### src/hw/rtl/mpd_pkg.sv
`timescale 1ns / 1ps
`default_nettype none

package mpd_pkg;

    localparam int CFG_INDEX_W = 3;
    localparam int CFG_DATA_W  = 15;

    localparam logic [CFG_INDEX_W-1:0] REG_HALF_BIT_TIME = 3'd0;
    localparam logic [CFG_INDEX_W-1:0] REG_MSB_FIRST     = 3'd1;
    localparam logic [CFG_INDEX_W-1:0] REG_FIRST_BIT     = 3'd2;
    localparam logic [CFG_INDEX_W-1:0] REG_CLOCK_ALIGNED = 3'd3;
    localparam logic [CFG_INDEX_W-1:0] REG_MAX_BYTES     = 3'd4;

    localparam logic [14:0] HALF_BIT_TIME_RESET = 15'd500;
    localparam logic        MSB_FIRST_RESET     = 1'b1;
    localparam logic        FIRST_BIT_RESET     = 1'b0;
    localparam logic        CLOCK_ALIGNED_RESET = 1'b0;
    localparam logic [7:0]  MAX_BYTES_RESET     = 8'd8;

    localparam logic       KIND_DATA    = 1'b0;
    localparam logic       KIND_SUMMARY = 1'b1;

    localparam logic [1:0] ST_OK    = 2'd0;
    localparam logic [1:0] ST_RANGE = 2'd1;
    localparam logic [1:0] ST_ALIGN = 2'd2;

    typedef struct packed {
        logic [14:0] half_bit_time;
        logic        msb_first;
        logic        first_bit;
        logic        clock_aligned;
        logic [7:0]  max_bytes;
    } cfg_t;

    typedef struct packed {
        logic [15:0] pulse_length;
        logic        last_pulse;
    } in_t;

    typedef struct packed {
        logic        result_kind;
        logic [7:0]  data_byte;
        logic [3:0]  bits_in_byte;
        logic [10:0] total_bits;
        logic [15:0] pulses_used;
        logic [1:0]  status;
    } out_t;

endpackage

`default_nettype wire

### src/hw/rtl/mpd_cfg.sv
`timescale 1ns / 1ps
`default_nettype none

module mpd_cfg (
    input  wire logic                              clk,
    input  wire logic                              rst_n,
    input  wire logic                              cfg_write,
    input  wire logic [mpd_pkg::CFG_INDEX_W-1:0]   cfg_index,
    input  wire logic [mpd_pkg::CFG_DATA_W-1:0]    cfg_data,
    output mpd_pkg::cfg_t                          cfg
);

    mpd_pkg::cfg_t cfg_reg;

    always_ff @(posedge clk or negedge rst_n)
    begin
        if (!rst_n)
        begin
            cfg_reg.half_bit_time <= mpd_pkg::HALF_BIT_TIME_RESET;
            cfg_reg.msb_first     <= mpd_pkg::MSB_FIRST_RESET;
            cfg_reg.first_bit     <= mpd_pkg::FIRST_BIT_RESET;
            cfg_reg.clock_aligned <= mpd_pkg::CLOCK_ALIGNED_RESET;
            cfg_reg.max_bytes     <= mpd_pkg::MAX_BYTES_RESET;
        end
        else if (cfg_write)
        begin
            case (cfg_index)
                mpd_pkg::REG_HALF_BIT_TIME: cfg_reg.half_bit_time <= cfg_data[14:0];
                mpd_pkg::REG_MSB_FIRST:     cfg_reg.msb_first     <= cfg_data[0];
                mpd_pkg::REG_FIRST_BIT:     cfg_reg.first_bit     <= cfg_data[0];
                mpd_pkg::REG_CLOCK_ALIGNED: cfg_reg.clock_aligned <= cfg_data[0];
                mpd_pkg::REG_MAX_BYTES:     cfg_reg.max_bytes     <= cfg_data[7:0];
                default:                    ;
            endcase
        end
    end

    assign cfg = cfg_reg;

endmodule

`default_nettype wire

### src/hw/rtl/mpd_core.sv
`timescale 1ns / 1ps
`default_nettype none

module mpd_core (
    input  wire logic          clk,
    input  wire logic          rst_n,
    input  wire mpd_pkg::cfg_t cfg,
    input  wire logic          fire,
    input  wire mpd_pkg::in_t  beat,
    output logic               has_result,
    output mpd_pkg::out_t      result
);

    localparam logic [1:0] PH_IDLE  = 2'd0;
    localparam logic [1:0] PH_DATA  = 2'd1;
    localparam logic [1:0] PH_PAIR  = 2'd2;
    localparam logic [1:0] PH_DRAIN = 2'd3;

    logic [1:0]  phase_reg, phase_next;
    logic        current_bit_reg, current_bit_next;
    logic [7:0]  shift_byte_reg, shift_byte_next;
    logic [2:0]  bit_count_reg, bit_count_next;
    logic [7:0]  byte_count_reg, byte_count_next;
    logic [15:0] pulse_count_reg, pulse_count_next;

    logic [15:0] smin;
    logic [15:0] sep;
    logic [16:0] lmax;
    logic        p_below_min;
    logic        p_below_sep;
    logic        p_above_sep;
    logic        p_above_max;
    logic        pair_ok;
    logic        last;

    logic        run_data;
    logic        run_group;
    logic        fin;
    logic [1:0]  fin_status;
    logic [7:0]  pushed;
    logic [16:0] pulse_sum;

    function automatic logic [7:0] push_bit(input logic [7:0] b, input logic v,
                                            input logic msb);
        push_bit = msb ? {b[6:0], v} : {v, b[7:1]};
    endfunction

    assign smin = {2'b00, cfg.half_bit_time[14:1]};
    assign sep  = {1'b0, cfg.half_bit_time} + smin;
    assign lmax = {1'b0, sep} + {2'b00, cfg.half_bit_time};
    assign last = beat.last_pulse;

    assign p_below_min = beat.pulse_length < smin;
    assign p_below_sep = beat.pulse_length < sep;
    assign p_above_sep = beat.pulse_length > sep;
    assign p_above_max = {1'b0, beat.pulse_length} > lmax;
    assign pair_ok     = !(p_above_sep || p_below_min);

    always_comb
    begin
        phase_next       = phase_reg;
        current_bit_next = current_bit_reg;
        shift_byte_next  = shift_byte_reg;
        bit_count_next   = bit_count_reg;
        byte_count_next  = byte_count_reg;
        pulse_count_next = pulse_count_reg;
        run_data   = 1'b0;
        run_group  = 1'b0;
        fin        = 1'b0;
        fin_status = mpd_pkg::ST_OK;
        has_result = 1'b0;
        result     = '0;
        pushed     = '0;
        pulse_sum  = '0;

        case (phase_reg)
            PH_DRAIN:
            begin
                if (last)
                begin
                    phase_next = PH_IDLE;
                end
            end
            PH_IDLE:
            begin
                current_bit_next = cfg.first_bit;
                shift_byte_next  = '0;
                bit_count_next   = '0;
                byte_count_next  = '0;
                pulse_count_next = '0;
                if (cfg.clock_aligned)
                begin
                    if (!pair_ok)
                    begin
                        fin        = 1'b1;
                        fin_status = mpd_pkg::ST_ALIGN;
                    end
                    else
                    begin
                        shift_byte_next = push_bit(8'd0, cfg.first_bit, cfg.msb_first);
                        bit_count_next  = 3'd1;
                        if (last)
                        begin
                            fin = 1'b1;
                        end
                        else
                        begin
                            phase_next = PH_DATA;
                        end
                    end
                end
                else
                begin
                    shift_byte_next = push_bit(8'd0, cfg.first_bit, cfg.msb_first);
                    bit_count_next  = 3'd1;
                    phase_next      = PH_DATA;
                    run_data        = 1'b1;
                end
            end
            PH_PAIR:
            begin
                if (!pair_ok)
                begin
                    fin        = 1'b1;
                    fin_status = mpd_pkg::ST_RANGE;
                end
                else
                begin
                    pulse_sum        = {1'b0, pulse_count_next} + 17'd2;
                    pulse_count_next = pulse_sum[16] ? 16'hFFFF : pulse_sum[15:0];
                    phase_next       = PH_DATA;
                    run_group        = 1'b1;
                end
            end
            default:
            begin
                run_data = 1'b1;
            end
        endcase

        if (run_data)
        begin
            if (p_below_sep)
            begin
                if (p_below_min)
                begin
                    fin        = 1'b1;
                    fin_status = mpd_pkg::ST_RANGE;
                end
                else if (last)
                begin
                    fin = 1'b1;
                end
                else
                begin
                    phase_next = PH_PAIR;
                end
            end
            else if (p_above_max)
            begin
                fin        = 1'b1;
                fin_status = mpd_pkg::ST_RANGE;
            end
            else
            begin
                current_bit_next = ~current_bit_next;
                pulse_sum        = {1'b0, pulse_count_next} + 17'd1;
                pulse_count_next = pulse_sum[16] ? 16'hFFFF : pulse_sum[15:0];
                phase_next       = PH_DATA;
                run_group        = 1'b1;
            end
        end

        if (run_group)
        begin
            if (last)
            begin
                fin = 1'b1;
            end
            else
            begin
                pushed = push_bit(shift_byte_next, current_bit_next, cfg.msb_first);
                if (bit_count_next == 3'd7)
                begin
                    has_result          = 1'b1;
                    result.data_byte    = pushed;
                    result.bits_in_byte = 4'd8;
                    result.status       = mpd_pkg::ST_OK;
                    if ({1'b0, byte_count_next} + 9'd1 == {1'b0, cfg.max_bytes})
                    begin
                        result.result_kind = mpd_pkg::KIND_SUMMARY;
                        result.total_bits  = {cfg.max_bytes, 3'b000};
                        shift_byte_next    = pushed;
                        phase_next         = PH_DRAIN;
                    end
                    else
                    begin
                        byte_count_next    = byte_count_next + 8'd1;
                        result.result_kind = mpd_pkg::KIND_DATA;
                        result.total_bits  = {byte_count_next, 3'b000};
                        shift_byte_next    = '0;
                        bit_count_next     = '0;
                    end
                end
                else
                begin
                    shift_byte_next = pushed;
                    bit_count_next  = bit_count_next + 3'd1;
                end
            end
        end

        if (fin)
        begin
            has_result          = 1'b1;
            result.result_kind  = mpd_pkg::KIND_SUMMARY;
            result.data_byte    = shift_byte_next;
            result.bits_in_byte = {1'b0, bit_count_next};
            result.total_bits   = {byte_count_next, bit_count_next};
            result.status       = fin_status;
            phase_next          = last ? PH_IDLE : PH_DRAIN;
        end

        result.pulses_used = pulse_count_next;
    end

    always_ff @(posedge clk or negedge rst_n)
    begin
        if (!rst_n)
        begin
            phase_reg       <= PH_IDLE;
            current_bit_reg <= 1'b0;
            shift_byte_reg  <= '0;
            bit_count_reg   <= '0;
            byte_count_reg  <= '0;
            pulse_count_reg <= '0;
        end
        else if (fire)
        begin
            phase_reg       <= phase_next;
            current_bit_reg <= current_bit_next;
            shift_byte_reg  <= shift_byte_next;
            bit_count_reg   <= bit_count_next;
            byte_count_reg  <= byte_count_next;
            pulse_count_reg <= pulse_count_next;
        end
    end

`ifndef SYNTHESIS
    a_data_full_ok: assert property (@(posedge clk) disable iff (!rst_n)
        has_result && result.result_kind == mpd_pkg::KIND_DATA
            |-> result.bits_in_byte == 4'd8 && result.status == mpd_pkg::ST_OK)
        else $error("data beat without full byte or with nonzero status");

    a_drain_silent: assert property (@(posedge clk) disable iff (!rst_n)
        fire && phase_reg == PH_DRAIN |-> !has_result)
        else $error("result produced while draining frame");

    a_bits_bound: assert property (@(posedge clk) disable iff (!rst_n)
        has_result |-> result.bits_in_byte <= 4'd8)
        else $error("bits_in_byte beyond a byte");

    a_drain_holds: assert property (@(posedge clk) disable iff (!rst_n)
        fire && phase_reg == PH_DRAIN && !last |=> phase_reg == PH_DRAIN)
        else $error("drain left before last pulse");
`endif

endmodule

`default_nettype wire

### src/hw/rtl/manchester_pulse_decoder.sv
// Channel  | Signals                          | Beat
// ---------+----------------------------------+-------------------------------
// in       | in_valid, in_ready, in_data      | one pulse length and marker
// out      | out_valid, out_ready, out_data   | one data byte or frame summary
// cfg      | cfg_write, cfg_index, cfg_data   | one register write, no wait
//
// One pulse per cycle while the output is not held: a pulse is registered at the
// input, decoded in one pass through the classifier and bit packer, and any
// result lands in the output register on the next edge, raising out_valid.
// A held output stalls decoding of the registered pulse, and in_ready then
// drops once that register is occupied. Reset clears all control state and
// loads the register defaults.
`timescale 1ns / 1ps
`default_nettype none

module manchester_pulse_decoder (
    input  wire logic                              clk,
    input  wire logic                              rst_n,
    input  wire logic                              in_valid,
    output logic                                   in_ready,
    input  wire mpd_pkg::in_t                      in_data,
    output logic                                   out_valid,
    input  wire logic                              out_ready,
    output mpd_pkg::out_t                          out_data,
    input  wire logic                              cfg_write,
    input  wire logic [mpd_pkg::CFG_INDEX_W-1:0]   cfg_index,
    input  wire logic [mpd_pkg::CFG_DATA_W-1:0]    cfg_data
);

    mpd_pkg::cfg_t cfg;
    mpd_pkg::in_t  in_data_reg;
    mpd_pkg::out_t out_data_reg;
    mpd_pkg::out_t step_result;
    logic          in_valid_reg;
    logic          out_valid_reg;
    logic          step;
    logic          step_has_result;

    mpd_cfg u_cfg (
        .clk       (clk),
        .rst_n     (rst_n),
        .cfg_write (cfg_write),
        .cfg_index (cfg_index),
        .cfg_data  (cfg_data),
        .cfg       (cfg)
    );

    assign step     = in_valid_reg && (!out_valid_reg || out_ready);
    assign in_ready = !in_valid_reg || step;

    mpd_core u_core (
        .clk        (clk),
        .rst_n      (rst_n),
        .cfg        (cfg),
        .fire       (step),
        .beat       (in_data_reg),
        .has_result (step_has_result),
        .result     (step_result)
    );

    always_ff @(posedge clk or negedge rst_n)
    begin
        if (!rst_n)
        begin
            in_valid_reg  <= 1'b0;
            out_valid_reg <= 1'b0;
        end
        else
        begin
            if (in_ready)
            begin
                in_valid_reg <= in_valid;
            end
            if (step && step_has_result)
            begin
                out_valid_reg <= 1'b1;
            end
            else if (out_ready)
            begin
                out_valid_reg <= 1'b0;
            end
        end
    end

    always_ff @(posedge clk)
    begin
        if (in_ready && in_valid)
        begin
            in_data_reg <= in_data;
        end
        if (step && step_has_result)
        begin
            out_data_reg <= step_result;
        end
    end

    assign out_valid = out_valid_reg;
    assign out_data  = out_data_reg;

`ifndef SYNTHESIS
    a_no_overwrite: assert property (@(posedge clk) disable iff (!rst_n)
        step |-> !(out_valid_reg && !out_ready))
        else $error("decode step while output beat is held");

    a_stall_holds_input: assert property (@(posedge clk) disable iff (!rst_n)
        in_valid_reg && !step |=> in_valid_reg && $stable(in_data_reg))
        else $error("registered pulse lost during stall");

    a_ready_when_empty: assert property (@(posedge clk) disable iff (!rst_n)
        !in_valid_reg |-> in_ready)
        else $error("input blocked with empty input register");
`endif

endmodule

`default_nettype wire
### config.mk
export PLATFORM = sky130hd
export DESIGN_NAME = manchester_pulse_decoder
export DESIGN_NICKNAME = d
export VERILOG_FILES = /design/src/hw/rtl/mpd_pkg.sv /design/src/hw/rtl/mpd_cfg.sv /design/src/hw/rtl/mpd_core.sv /design/src/hw/rtl/manchester_pulse_decoder.sv
export SDC_FILE = /design/constraint.sdc
export NUM_CORES = 1
export LEC_CHECK = 0
export BUFFER_PORTS_ARGS = -buffer_cell sky130_fd_sc_hd__clkbuf_2
export CAP_MARGIN = 40
export CORE_MARGIN = 10
export CORE_UTILIZATION = 60
export DETAILED_ROUTE_END_ITERATION = 7
export GPL_TIMING_DRIVEN = 0
export HOLD_SLACK_MARGIN = 0.1
export PLACE_DENSITY = 0.85
export SLEW_MARGIN = 0
export SYNTH_ARGS = -nofsm -noshare
export SYNTH_HDL_FRONTEND = slang
export SYNTH_SLANG_ARGS = --single-unit
### constraint.sdc
create_clock -name clk -period 10.6 [get_ports clk]
set_clock_uncertainty 0.1 [all_clocks]
set_input_delay 0.53 -clock clk [delete_from_list [all_inputs] [get_ports clk]]
set_output_delay 0.53 -clock clk [all_outputs]
set_load 0.01 [all_outputs]
==> results of run 1 <==
-- power breakdown --
part           switching, uW  total [uW]  internal, uW
clock                    241         568           327
combinational           1210        1990           777
sequential               111         827           716
-- path summary, 6_finish.rpt --
check / cells past startpoint / slack [ns] / end / startpoint
max in group asynchronous: 3 / 9.29 / u_cfg.cfg[3]$_DFFE_PN1P_ / rst_n
hold / removal: 1 / 0.17 / in_data_reg[7]$_DFFE_PP_ / in_data[7]
setup / recovery: 29 / 2.69 / out_data[0]$_SDFFCE_PN0P_ / u_cfg.cfg[12]$_DFFE_PN0P_
min in group asynchronous: 2 / 0.49 / u_core.shift_byte_reg[3]$_DFFE_PN0P_ / rst_n
setup reg to reg: 29 / 2.69 / out_data[0]$_SDFFCE_PN0P_ / u_cfg.cfg[12]$_DFFE_PN0P_
hold reg to reg: 2 / 0.40 / u_core.current_bit_reg$_DFFE_PN0P_ / u_core.current_bit_reg$_DFFE_PN0P_
-- per-layer routing --
metal | track usage (%) | part of all wire, %
met2 | 36.3 | 45
met3 | 5.54 | 8.0
met5 | 0 | 0
met1 | 31.9 | 45
met4 | 9.04 | 2.5
-- layout make-up --
cell class / count / area (um^2)
Tap cell: 184 / 230
Inverter: 48 / 180
Sequential cell: 122 / 3340
Fill cell: 1122 / 4340
Timing Repair Buffer: 88 / 495
Buffer: 38 / 184
Clock buffer: 18 / 429
Clock inverter: 14 / 136
Multi-Input combinational cell: 758 / 5260
-- worst max-delay path, delay by kind of cell (launching register included) --
family                     cells  cell delay, ns
adders and majority gates      4            1.00
xor gates and xnor gates       2            0.37
DFF                            1            0.48
buffers and inverters          3            0.73
and+or+nand+nor                5            1.06
AOI/OAI and AO/OA             15            3.84
-- cells in the mapped netlist (5+ instances only) --
library cell  number
nor2_1            69
xor2_1            22
and2_1            16
nor2b_1            7
dfrtp_1           58
mux2_2            16
a21oi_1           49
mux2i_1           11
o21ai_0           64
nor3_1            22
o21bai_1           7
dfstp_2            8
o21a_1            10
xnor2_1           27
nand4_1           12
nand3_1           29
a211o_1            6
nor4_1             5
nand3b_1           6
nand2b_1           7
a211oi_1          10
inv_1             47
o21ai_1            5
and3_1             9
buf_2              6
a31oi_1           19
ha_1              83
edfxtp_1          56
o31ai_1           11
clkbuf_1          24
a22o_1             6
a21o_1            13
o211ai_1          12
nand2_1          121
-- stage by stage --
stage          power [uW]  worst slack, ns  instance area [um^2]
6_report             3380             2.69                 10300
3_3_place_gp         2700            0.917                  9600
2_1_floorplan        2250             2.55                  8950
5_1_grt              3660             2.00                 10300
4_1_cts              3360             2.72                 10300
3_5_place_dp         2780             2.74                  9680
-- what timing repair did --
| action | in CTS | in global routing |
|---|---|---|
| hold buffers | 1 | 0 |
| endpoints found under the hold margin | 28 | 0 |
| gates resized for setup | 0 | 0 |
-- logic make-up after synthesis --
kind of cell	share of synthesized area [%]
simple gates	18.5
compound gates	19.6
flops	37.3
buf+inv	4.07
fa+ha+maj	12.0
xor+xnor	4.79
mux	3.58
==> summary.txt, run 1 <==
First-pass GRT wire length - 38900 um
Initial antenna violation count - 0
Worst-Margin Slew - 0.863 ns
Slew Limit Fails - 0
Pwr/cell area - 330 mW/mm^2
Sum Neg Setup Slack - 0 ns
RSZ-0062 raised after global routing - false
Syn Std Cell Area - 0.00895 mm^2
Largest net degree at the start of global routing - 39
# clock sinks - 122
Max Fclk - 0.126 GHz
Routed wire length - 23500 um
Row cnt - 44
Crit-path max cell delay - 0.62 ns
TritonRoute pass-1 iters - 5
Worst-path clk slew - 0.06 ns
RePlAce Congestion - 0.942
Fin crit period - 7.91 ns
Die Height - 142 um
Vias per cell - 6.23
CTS tree - yes
ANT nets after route - 0
Starting density of the core - 61.4%
Final Hold Vio Count - 0
Most frequent cells in the layout - nand2_1 (121), ha_1 (83), clkbuf_2 (82)
Area leader, netlist - edfxtp_1
Largest register FFs - 39
Share of cells above drive strength 1 - 17.1%
Global route overflow - 0
Main synth FF type - dfrtp_1
P&R area growth vs syn - 14.6%
CTS Root Cell - clkbuf_16
# Post-CTS Setup Buffers - 0
Relative slew margins - 42.2%
WHS - 0.169 ns
Final Net Count - 1198
Seq/Total Area, Yosys - 37.3%
Port Buffers - 83
Worst Hold Class - input pin to register
Critical path required time - 10.63 ns
Max rail drop VDD - 206 uV
Cells after DPL - 1237
Core Region - 0.0146 mm^2
ANT cells - 0
Die area - 0.0202 mm^2
Syn Area/Cell - 9.27 um^2
Synth warn - 0
CP max FO - 22
Num CTS Buffers - 17
1st-iter DRT viols - 685
# setup viols final - 0
CP Class - register to register
Post-synth EDFFs - 56
Fin cells - 1270
Cell variety after synth - 85
Deepest level of the CTS H-tree - 4
CP startpoint kind - register
Yosys reg bits - 122
Final period util - 74.6%
Critical Path End Type - register
Io pins - 84
Post-DP HPWL - 17900 um
DRC viols - 0
WL per Instance - 18.5 um
Worst-skew pair later-pin latency - 0.43 ns
Vias - 7912
Cells after synthesis - 966
Largest cells by area after synthesis - edfxtp_1 (19%), dfrtp_1 (16%), ha_1 (12%)
Total track usage - 23.7%
Clock Tree Buf Depth - 2
Commonest non-fill, non-tap cell in the layout - nand2_1
Fin util - 70.3%
Die width - 142 um
Number of global-route vias before repair - 7771
Worst path arrival time - 7.94 ns
CP max-delay cell - a21oi_4
Ys async rst share - 54.1%
Top cell type's share of synthesized area - 18.8%
Outcome - finished clean
Synth Net Count - 1091
Max-cap viol count - 0
Leakage power - 0.00448 uW
Power figures use the tool's default switching activity.
==> run 2: changes to the inputs <==
- ABC_AREA: unset -> 1
- PLACE_DENSITY: 0.85 -> 0.84
- clock period: 10.6 -> 7.95 ns (I/O delays scaled with it)
==> run 2 against run 1 <==
Non-clock buffer count is 12 higher; wire length increased by 7.6%; global-route usage up 0.073 points; count of clock-buffer cells in the layout unchanged; flip-flop and latch count unchanged; register-to-register slack got worse by 1.6 ns; die area increased by 4.5%; largest power group unchanged.
==> summary.txt, run 2 <==
Outcome - finished clean (unchanged)
CP max FO - 24 (was 22)
Max Fclk - 0.145 GHz (was 0.126 GHz)
Port Buffers - 83 (unchanged)
Final Net Count - 1498 (was 1198)
Vias per cell - 5.58 (was 6.23)
Syn Std Cell Area - 0.00942 mm^2 (was 0.00895 mm^2)
Largest register FFs - 39 (unchanged)
Die width - 145 um (was 142 um)
Critical Path End Type - register (unchanged)
Io pins - 84 (unchanged)
CP Class - register to register (unchanged)
Commonest cells in the netlist - nand2_1 (381), inv_1 (152), ha_1 (83) (was nand2_1 (121), ha_1 (83), nor2_1 (69))
Leakage power - 0.00542 uW (was 0.00448 uW)
Deepest level of the CTS H-tree - 4 (unchanged)
First-pass GRT wire length - 42100 um (was 38900 um)
Dpl cell area - 0.0102 mm^2 (was 0.00968 mm^2)
Cells after synthesis - 1248 (was 966)
Routed wire length - 25200 um (was 23500 um)
Critical path required time - 7.98 ns (was 10.63 ns)
Max rail drop VDD - 222 uV (was 206 uV)
Area leader, netlist - edfxtp_1 (unchanged)
Largest net degree at the start of global routing - 60 (was 39)
Worst-path clk slew - 0.06 ns (about the same)
P&R area growth vs syn - 16.7% (was 14.6%)
Most frequent cells in the layout - nand2_1 (381), inv_1 (152), ha_1 (83) (was nand2_1 (121), ha_1 (83), clkbuf_2 (82))
Clock Tree Buf Depth - 2 (unchanged)
CP max-delay cell - nor2_4 (was a21oi_4)
CTS Root Cell - clkbuf_16 (unchanged)
Number of global-route vias before repair - 8683 (was 7771)
Hold path startpoint - in_valid (was in_data[7])
1st-iter DRT viols - 787 (was 685)
Post_cts resized - 0 (unchanged)
Worst Hold Class - input pin to register (unchanged)
Num CTS Buffers - 17 (unchanged)
Die area - 0.0211 mm^2 (was 0.0202 mm^2)
Top cell type's share of synthesized area - 17.9% (was 18.8%)
Reg area - 0.00334 mm^2 (unchanged)
RSZ-0062 raised after global routing - false (unchanged)
Worst Setup SP - u_cfg.cfg[12]$_DFFE_PN0P_ (unchanged)
Initial antenna violation count - 0 (unchanged)
Synth Net Count - 1373 (was 1091)
DRC viols - 0 (unchanged)
CP most frequent cell - nand2_1
Largest cells by area after synthesis - edfxtp_1 (18%), dfrtp_1 (15%), nand2_1 (15%) (was edfxtp_1 (19%), dfrtp_1 (16%), ha_1 (12%))
Post-DP HPWL - 18500 um (was 17900 um)
ANT cells - 0 (unchanged)
FF-to-FF setup slack - 1.06 ns (was 2.69 ns)
Starting density of the core - 61.5% (was 61.4%)
CP startpoint kind - register (unchanged)
Final period util - 86.6% (was 74.6%)
Relative slew margins - 48.3% (was 42.2%)
Slew Limit Fails - 0 (unchanged)
Crit-path max cell delay - 0.52 ns (was 0.62 ns)
Cell variety after synth - 52 (was 85)
Fin crit period - 6.89 ns (was 7.91 ns)
Multi-input logic area - 0.00528 mm^2 (was 0.00526 mm^2)
Final Hold Vio Count - 0 (unchanged)
WL per Instance - 15.8 um (was 18.5 um)
RR Endpoint - out_data[16]$_DFFE_PP_ (was out_data[0]$_SDFFCE_PN0P_)
Share of cells above drive strength 1 - 15.5% (was 17.1%)
Max-cap viol count - 0 (unchanged)
Hold endpoint - in_valid_reg$_DFFE_PN0N_ (was in_data_reg[7]$_DFFE_PP_)
Pwr/cell area - 379 mW/mm^2 (was 330 mW/mm^2)
TritonRoute pass-1 iters - 6 (was 5)
CTS tree - yes (unchanged)
Post-synth EDFFs - 56 (unchanged)
Main synth FF type - dfrtp_1 (unchanged)
Total track usage - 23.8% (was 23.7%)
# clock sinks - 122 (unchanged)
Sum Neg Setup Slack - 0 ns (unchanged)
Seq/Total Area, Yosys - 35.5% (was 37.3%)
Reg2Reg Depth - 33 (was 29)
# fillers - 1209 (was 1122)
Global route overflow - 0 (unchanged)
Die Height - 145 um (was 142 um)
Reg2reg start - u_cfg.cfg[12]$_DFFE_PN0P_ (unchanged)
Commonest non-fill, non-tap cell in the layout - nand2_1 (unchanged)
Synth warn - 0 (unchanged)
Hold Path Stages - 3 (was 1)
Row cnt - 45 (was 44)
Vias - 8904 (was 7912)
RePlAce Congestion - 0.926 (was 0.942)
ANT nets after route - 0 (unchanged)
Worst-skew pair later-pin latency - 0.44 ns (was 0.43 ns)
Most frequent cell after synthesis - nand2_1 (unchanged)
Worst-Margin Slew - 0.775 ns (was 0.863 ns)
Ys async rst share - 54.1% (unchanged)
WHS - 0.103 ns (was 0.169 ns)
Core Region - 0.0153 mm^2 (was 0.0146 mm^2)
Syn Area/Cell - 7.54 um^2 (was 9.27 um^2)
Yosys reg bits - 122 (unchanged)
Design area - 0.0110 mm^2 (was 0.0103 mm^2)
Worst path arrival time - 6.92 ns (was 7.94 ns)
# setup viols final - 0 (unchanged)
[run 2: changes by cell type in the layout (fill, tap and decap cells not counted), sizes merged, moves of 14 or more]
cell,change
nor2,+21
mux2,-18
inv,+112
nand3,+54
dlygate4sd3,+20
a31oi,-14
a21oi,+15
xnor2,-15
o21ai,+24
nand2,+277
and2,-16
[run 2: kinds of logic (layout without fill, tap and decap cells)]
logic type	after synthesis	after routing	synth area share, %
AOI/OAI and AO/OA	187	187	10.9
xor gates and xnor gates	42	42	3.91
adders and majority gates	85	85	11.5
buffers and inverters	193	331	8.52
DFF	122	122	35.5
and+or+nand+nor	619	619	29.7
[run 2: layout make-up]
cell class,count,area share [%]
Multi-Input combinational cell,933,48.0
Sequential cell,122,30.4
Timing Repair Buffer,106,6.22
Inverter,161,5.50
Clock buffer,18,3.91
Tap cell,211,2.40
Buffer,32,1.80
Clock inverter,14,1.70
[run 2: power by group]
group | leakage, uW | switching, uW | internal [uW]
registers | 0.00137 | 121 | 894
logic | 0.00376 | 1500 | 837
clock network | 0.000294 | 316 | 500
[run 2: worst max-delay path: cells and delay by family, from the launching register on]
kind | cells | cell delay (ns)
xor gates and xnor gates | 2 | 0.41
and+or+nand+nor | 15 | 2.34
adders and majority gates | 4 | 1.33
buffers and inverters | 5 | 0.75
AOI/OAI and AO/OA | 7 | 1.13
DFF | 1 | 0.48
[run 2: metrics by stage]
step | instances | power (uW) | util, % | worst slack [ns]
2_1_floorplan | 1248 | 2660 | - | 1.17
6_report | 1597 | 4160 | 71.7 | 1.06
5_1_grt | 1597 | 4500 | 71.7 | 0.572
3_5_place_dp | 1544 | 3260 | 66.3 | 1.33
3_3_place_gp | 1542 | 3180 | 65.9 | -0.541
4_1_cts | 1597 | 4130 | 71.7 | 1.19
[run 2: what timing repair did]
item                      CTS  global route
hold buffers               21             0
setup buffers               0             0
hold endpoints to repair   79             0
[run 2: worst max-delay path by stage]
stage | end | slack, ns | cells past startpoint
after detailed placement | out_data[5]$_DFFE_PP_ | 1.33 | 33
after floorplan | out_data[0]$_SDFFCE_PN0P_ | 1.17 | 32
after global routing | out_data[7]$_DFFE_PP_ | 0.57 | 33
final | out_data[16]$_DFFE_PP_ | 1.06 | 33
after global placement | out_data[5]$_DFFE_PP_ | -0.54 | 32
after CTS | out_data[35]$_DFFE_PP_ | 1.19 | 33
[run 2: routing by layer]
metal / routed length (um) / vias to the layer above / GRT usage, % / part of all wire (%)
li1: - / 4337 / - / -
met1: 11000 / 4183 / 30.4 / 44
met2: 12000 / 339 / 39.1 / 48
met3: 1680 / 45 / 4.56 / 6.7
met4: 530 / 0 / 8.70 / 2.1
met5: 0 / - / 0 / 0
